<file path="src/pm_pkg.sv">
// shared widths and command codes of the polynomial multiplier
package pm_pkg;

  localparam int COEF_W = 16;
  localparam int PROD_W = 2 * COEF_W;
  localparam int OUT_W  = 36;
  localparam int OUT_BYTES_W = ((OUT_W + 7) / 8) * 8;
  localparam int CMD_W  = 2;

  localparam logic [CMD_W-1:0] CMD_FIRST  = 2'd0;
  localparam logic [CMD_W-1:0] CMD_SECOND = 2'd1;
  localparam logic [CMD_W-1:0] CMD_MULT   = 2'd2;

  // largest and smallest value of a result field
  localparam logic signed [63:0] OUT_MAX = 64'sd34359738367;
  localparam logic signed [63:0] OUT_MIN = -64'sd34359738368;

  typedef logic signed [COEF_W-1:0] coef_t;
  typedef logic signed [PROD_W-1:0] prod_t;

endpackage

</file>
<file path="src/pm_cell.sv">
// one tap of the transposed convolution chain: holds one first-polynomial term
module pm_cell #(
  parameter int ACC_W = 36
) (
  input  logic                    clk,
  input  logic                    load_en,
  input  pm_pkg::coef_t           load_coef,
  input  logic                    active,
  input  logic                    clear,
  input  logic                    step,
  input  pm_pkg::coef_t           x,
  input  logic signed [ACC_W-1:0] sum_in,
  output logic signed [ACC_W-1:0] sum_out,
  output logic signed [ACC_W-1:0] sum_nxt
);
  import pm_pkg::*;

  coef_t                   coef_r;
  logic signed [ACC_W-1:0] sum_r;
  prod_t                   prod;

  // inactive taps hold stale terms and must not contribute
  assign prod    = active ? prod_t'(coef_r * x) : '0;
  assign sum_nxt = {{(ACC_W - PROD_W){prod[PROD_W-1]}}, prod} + sum_in;
  assign sum_out = sum_r;

  always_ff @(posedge clk) begin
    if (load_en) begin
      coef_r <= load_coef;
    end
  end

  always_ff @(posedge clk) begin
    if (clear) begin
      sum_r <= '0;
    end else if (step) begin
      sum_r <= sum_nxt;
    end
  end

endmodule

</file>
<file path="config.mk">
export PLATFORM = sky130hd
export DESIGN_NAME = pm_cell
export DESIGN_NICKNAME = d
export VERILOG_FILES = /design/src/pm_pkg.sv /design/src/pm_cell.sv
export SDC_FILE = /design/constraint.sdc
export NUM_CORES = 1
export LEC_CHECK = 0
export BUFFER_PORTS_ARGS = -buffer_cell sky130_fd_sc_hd__buf_2
export CAP_MARGIN = 20
export CORE_MARGIN = 8
export CORE_UTILIZATION = 35
export CTS_CLUSTER_SIZE = 30
export DETAILED_ROUTE_END_ITERATION = 6
export PLACE_DENSITY = 0.57
export SLEW_MARGIN = 20
export SYNTH_ARGS = -nofsm -noshare
export SYNTH_HDL_FRONTEND = slang
export SYNTH_SLANG_ARGS = --single-unit
</file>
<file path="constraint.sdc">
create_clock -name clk -period 23.4 [get_ports clk]
set_clock_uncertainty 0.2 [all_clocks]
set_input_delay 1.17 -clock clk [delete_from_list [all_inputs] [get_ports clk]]
set_output_delay 1.17 -clock clk [all_outputs]
set_load 0.005 [all_outputs]
</file>
[After elaboration in Yosys (flattened, before gate mapping)]
Index checks and enable logic that the tools add are counted.
Storage, ports and cells
  register bits after elaboration: 52
  output and inout port bits: 72
Operators by class
  $add $sub $neg: 1
  multiply operators: 1
  mux-type cells: 1
Operator list (count)
  adder 36 bit: 1
  multiplier 16 x 16 -> 32 bit: 1
  two-way mux 32 bit: 1

[Depth between registers and ports, before layout]
  word-level depth: 3
  mapped depth: 34
  gate-level depth less buffers: 33

[Worst setup path before layout]
OpenSTA, ideal clock, no wires.
  path type: input to output
  start point: input port x[1]
  end point: output port sum_nxt[35]
  arrival: 8551 ps
  required time: 22030 ps
  path slack: 13479 ps
  cell stages on the path: 30
  path through: clkbuf_1 > nand2_1 > fa_1 > fa_1 > fa_1 > inv_1 > fa_1 > fa_1 > inv_1 > fa_1 > inv_1 > ha_1 > a21o_1 > a2111oi_4 > nor3_1 > or3_1 > a41oi_2 > o21ai_2 > a31oi_1 > xor2_1 > nor2_1 > ha_1 > and3_1 > a221o_1 > a21oi_1 > o21ai_0 > o32a_2 > mux2i_1 > nor2_1 > xnor2_1
On the way
  cells in the longest elaborated chain, start to end: 3
RTL lines
  start, declared: line pm_cell.sv:11  | input pm_pkg::coef_t x,
  multiplier 16 x 16 -> 32 bit: line pm_cell.sv:23  | assign prod = active ? prod_t'(coef_r * x) : '0;
  two-way mux 32 bit: line pm_cell.sv:23
  adder 36 bit: line pm_cell.sv:24  | assign sum_nxt = {{(ACC_W - PROD_W){prod[PROD_W-1]}}, prod} + sum_in;
  end, declared: line pm_cell.sv:14  | output logic signed [ACC_W-1:0] sum_nxt
Every way passes these cells.

[Worst setup path after layout]
  start point: input port x[7]
  end point: output port sum_nxt[35]
The elaborated chain is that of the path after synthesis.

==> qor.csv <==
stage,metric,value,unit
clock_tree,cts-root-buf,clkbuf_16,
synthesis,ys.flop_type,dfxtp_1,
timing,fin_crit_sh,0.465,
layout,layout_commonest_cell,inv_1,
layout,layout_common_cells,"inv_1 (302), fa_1 (263), nand2_1 (151)",
timing,fmax,0.0918,GHz
min_path,min-delay-start,sum_out[30],
clock_tree,h-tree-depth,2,
detailed_routing,num_vias,10508,
setup_path,path_class,input port to primary output,
synthesis,syn-cell-area,13700,um^2
timing,hold_viol,0,
synthesis,ys_ff_latch,52,
clock_tree,post-cts-setup-buffers,0,
timing,fin_tns_setup,0,ns
synthesis,post_synth_inst_count,1528,
synthesis,synth_top_area_frac,0.385,
setup_path,cp.required,22.03,ns
timing,worst_slew_pin_slew,0.971,ns
layout,fillers,3908,
setup_path,startpoint,x[7],
min_path,hp-class,flip-flop to flip-flop,
detailed_routing,dr_wl_met3,2.68,mm
synthesis,yosys.area.top_type,fa_1,
placement,routabilityCongestion,0.924,
setup_path,arrival,9.52,ns
synthesis,synth.area.top_cells,"fa_1 (38%), ha_1 (11%), inv_1 (8.3%)",
synthesis,yosysWarnings,0,
layout,drive_gt1_frac,0.110,
layout,multi_input_area,11200,um^2
timing,min_period,10.89,ns
clock_tree,clkTransAtPathRegs,0.08,ns
synthesis,syn_avg_cell_area,8.96,um^2
floorplanning,core,38600,um^2
timing,rsz0062_at_grt,false,
timing,slew_headroom,0.352,
floorplanning,core.rowCount,72,
synthesis,synth-edff-count,16,
detailed_routing,drtPass1Iterations,7,
floorplanning,start_util,0.354,
synthesis,synthDistinctLibCells,66,
synthesis,synth_nets,1981,
setup_path,slowest_delay,0.57,ns
global_route,gr-total-overflow,0,
clock_tree,postCtsResizedCells,0,
layout,nNetsFinal,2083,
outcome,status,completed,
setup_path,r2r_slack,14.26,ns
floorplanning,dieArea,45700,um^2
detailed_routing,first_iter_violations,584,
clock_tree,cts.hold.buffers_added,0,
global_route,grt_pass1_wl,62.8,mm
detailed_routing,highest_layer,met5,
global_route,track_usage,0.174,
detailed_routing,drcViolationCount,0,
setup_path,start_kind,input port,
layout,synthToLayoutAreaGrowth,9.75,%
placement,post-dp-hpwl,32.5,mm
detailed_routing,routedLengthMet1,17.4,mm
global_route,antenna_found_initial,8,
detailed_routing,vias_per_cell,4.89,
global_route,grt_max_degree,39,
timing,finalSetupViolations,0,
synthesis,synthArstFlopShare,0,
clock_tree,insertion_delay,0.31,ns
detailed_routing,wl,37.6,mm
setup_path,regToRegStartpoint,coef_r[5],
layout,regArea,1200,um^2
floorplanning,io_pins,145,
timing,finalMaxSlewViolations,0,
clock_tree,clock_sinks,52,
synthesis,yosysSeqAreaShare,0.0878,
clock_tree,cts_tree,built,
floorplanning,die_y,214,um
global_route,grt_pass1_vias,11368,
clock_tree,cts.path.max_buffers,2,
setup_path,cp_common_cell,fa_1,
clock_tree,numCtsBuffers,5,
detailed_routing,wl_met2,17.0,mm
floorplanning,fp.dieW,214,um
setup_path,crit_slowest_cell,fa_1,
detailed_routing,drtAntennaViolNets,0,
setup_path,cp-end-kind,primary output,
flow_run,maxCapViolCount,0,
detailed_routing,wire_per_inst,17.5,um
placement,port_buffers,144,
setup_path,crit_fanout,16,
[metrics by stage]
| step | cell area (um^2) | cells | setup WS (ns) | util | hold slack (ns) |
|---|---|---|---|---|---|
| detailed placement | 14900 | 2141 | 12.56 | 0.385 | 0.265 |
| CTS | 15000 | 2149 | 12.50 | 0.389 | 0.277 |
| finish | 15000 | 2151 | 12.51 | 0.389 | 0.274 |
| floorplan | 13700 | 1528 | 13.48 | - | 0.262 |
| global placement | 14900 | 2141 | 12.63 | 0.385 | 0.253 |
| global route | 15000 | 2150 | 12.00 | 0.389 | 0.304 |
[sequential cells by signal (all words and copies together), names as in the netlist]
name	count
sum_out	36
coef_r	16
[cell families after synthesis]
family	Yosys count	synth area share
AOI/OAI and AO/OA	199	0.0999
xor gates and xnor gates	57	0.0365
adders and majority gates	380	0.492
buffers and inverters	352	0.0973
DFF	52	0.0878
muxes	29	0.0214
and+or+nand+nor	459	0.165
[cells in the mapped netlist (4+ instances only)]
| cell type | instances |
|---|---|
| a211oi_1 | 10 |
| a21o_1 | 31 |
| a21oi_1 | 59 |
| a31o_2 | 9 |
| a31oi_1 | 4 |
| and2_1 | 125 |
| and3_1 | 16 |
| clkbuf_1 | 43 |
| dfxtp_1 | 36 |
| edfxtp_1 | 16 |
| fa_1 | 263 |
| ha_1 | 117 |
| inv_1 | 302 |
| mux2i_1 | 27 |
| nand2_1 | 151 |
| nand2b_1 | 14 |
| nand3_1 | 14 |
| nand4_1 | 4 |
| nor2_1 | 86 |
| nor2b_1 | 9 |
| nor3_1 | 14 |
| o211a_1 | 4 |
| o211ai_1 | 5 |
| o21a_1 | 13 |
| o21ai_0 | 30 |
| or2_2 | 6 |
| or3_1 | 7 |
| xnor2_1 | 36 |
| xor2_1 | 21 |
[critical path: cells and delay by family]
family                   cells  cell delay, ns
adder cells (fa/ha/maj)      8            3.78
AND/OR/NAND/NOR              3            0.31
buffers and inverters        7            0.76
multiplexers                 1            0.24
XOR/XNOR                     1            0.14
AO/OA/AOI/OAI               13            3.12
[path summary, 6_finish.rpt]
path                            depth (start not counted)           to
worst max-delay path                                   33  sum_nxt[35]
worst max register to register                         30  sum_out[35]
worst min register to register                          2  sum_out[30]
worst min-delay path                                    2  sum_out[30]
[layer usage]
metal  up-vias  GRT usage
met5         -          0
met4        10     0.0336
met3        43     0.0456
met2       262      0.270
met1      5215      0.244
li1       4978          -
[final cells by class]
cell class / count / area share
Timing Repair Buffer: 144 / 0.0480
Multi-Input combinational cell: 1124 / 0.743
Tap cell: 518 / 0.0432
Inverter: 303 / 0.0757
Clock inverter: 3 / 0.00192
Antenna cell: 2 / 0.000333
Sequential cell: 52 / 0.0800
Clock buffer: 5 / 0.00833
Power is not shown: default switching activity piles up to over one toggle a cycle in this logic, so the estimate is an artifact.
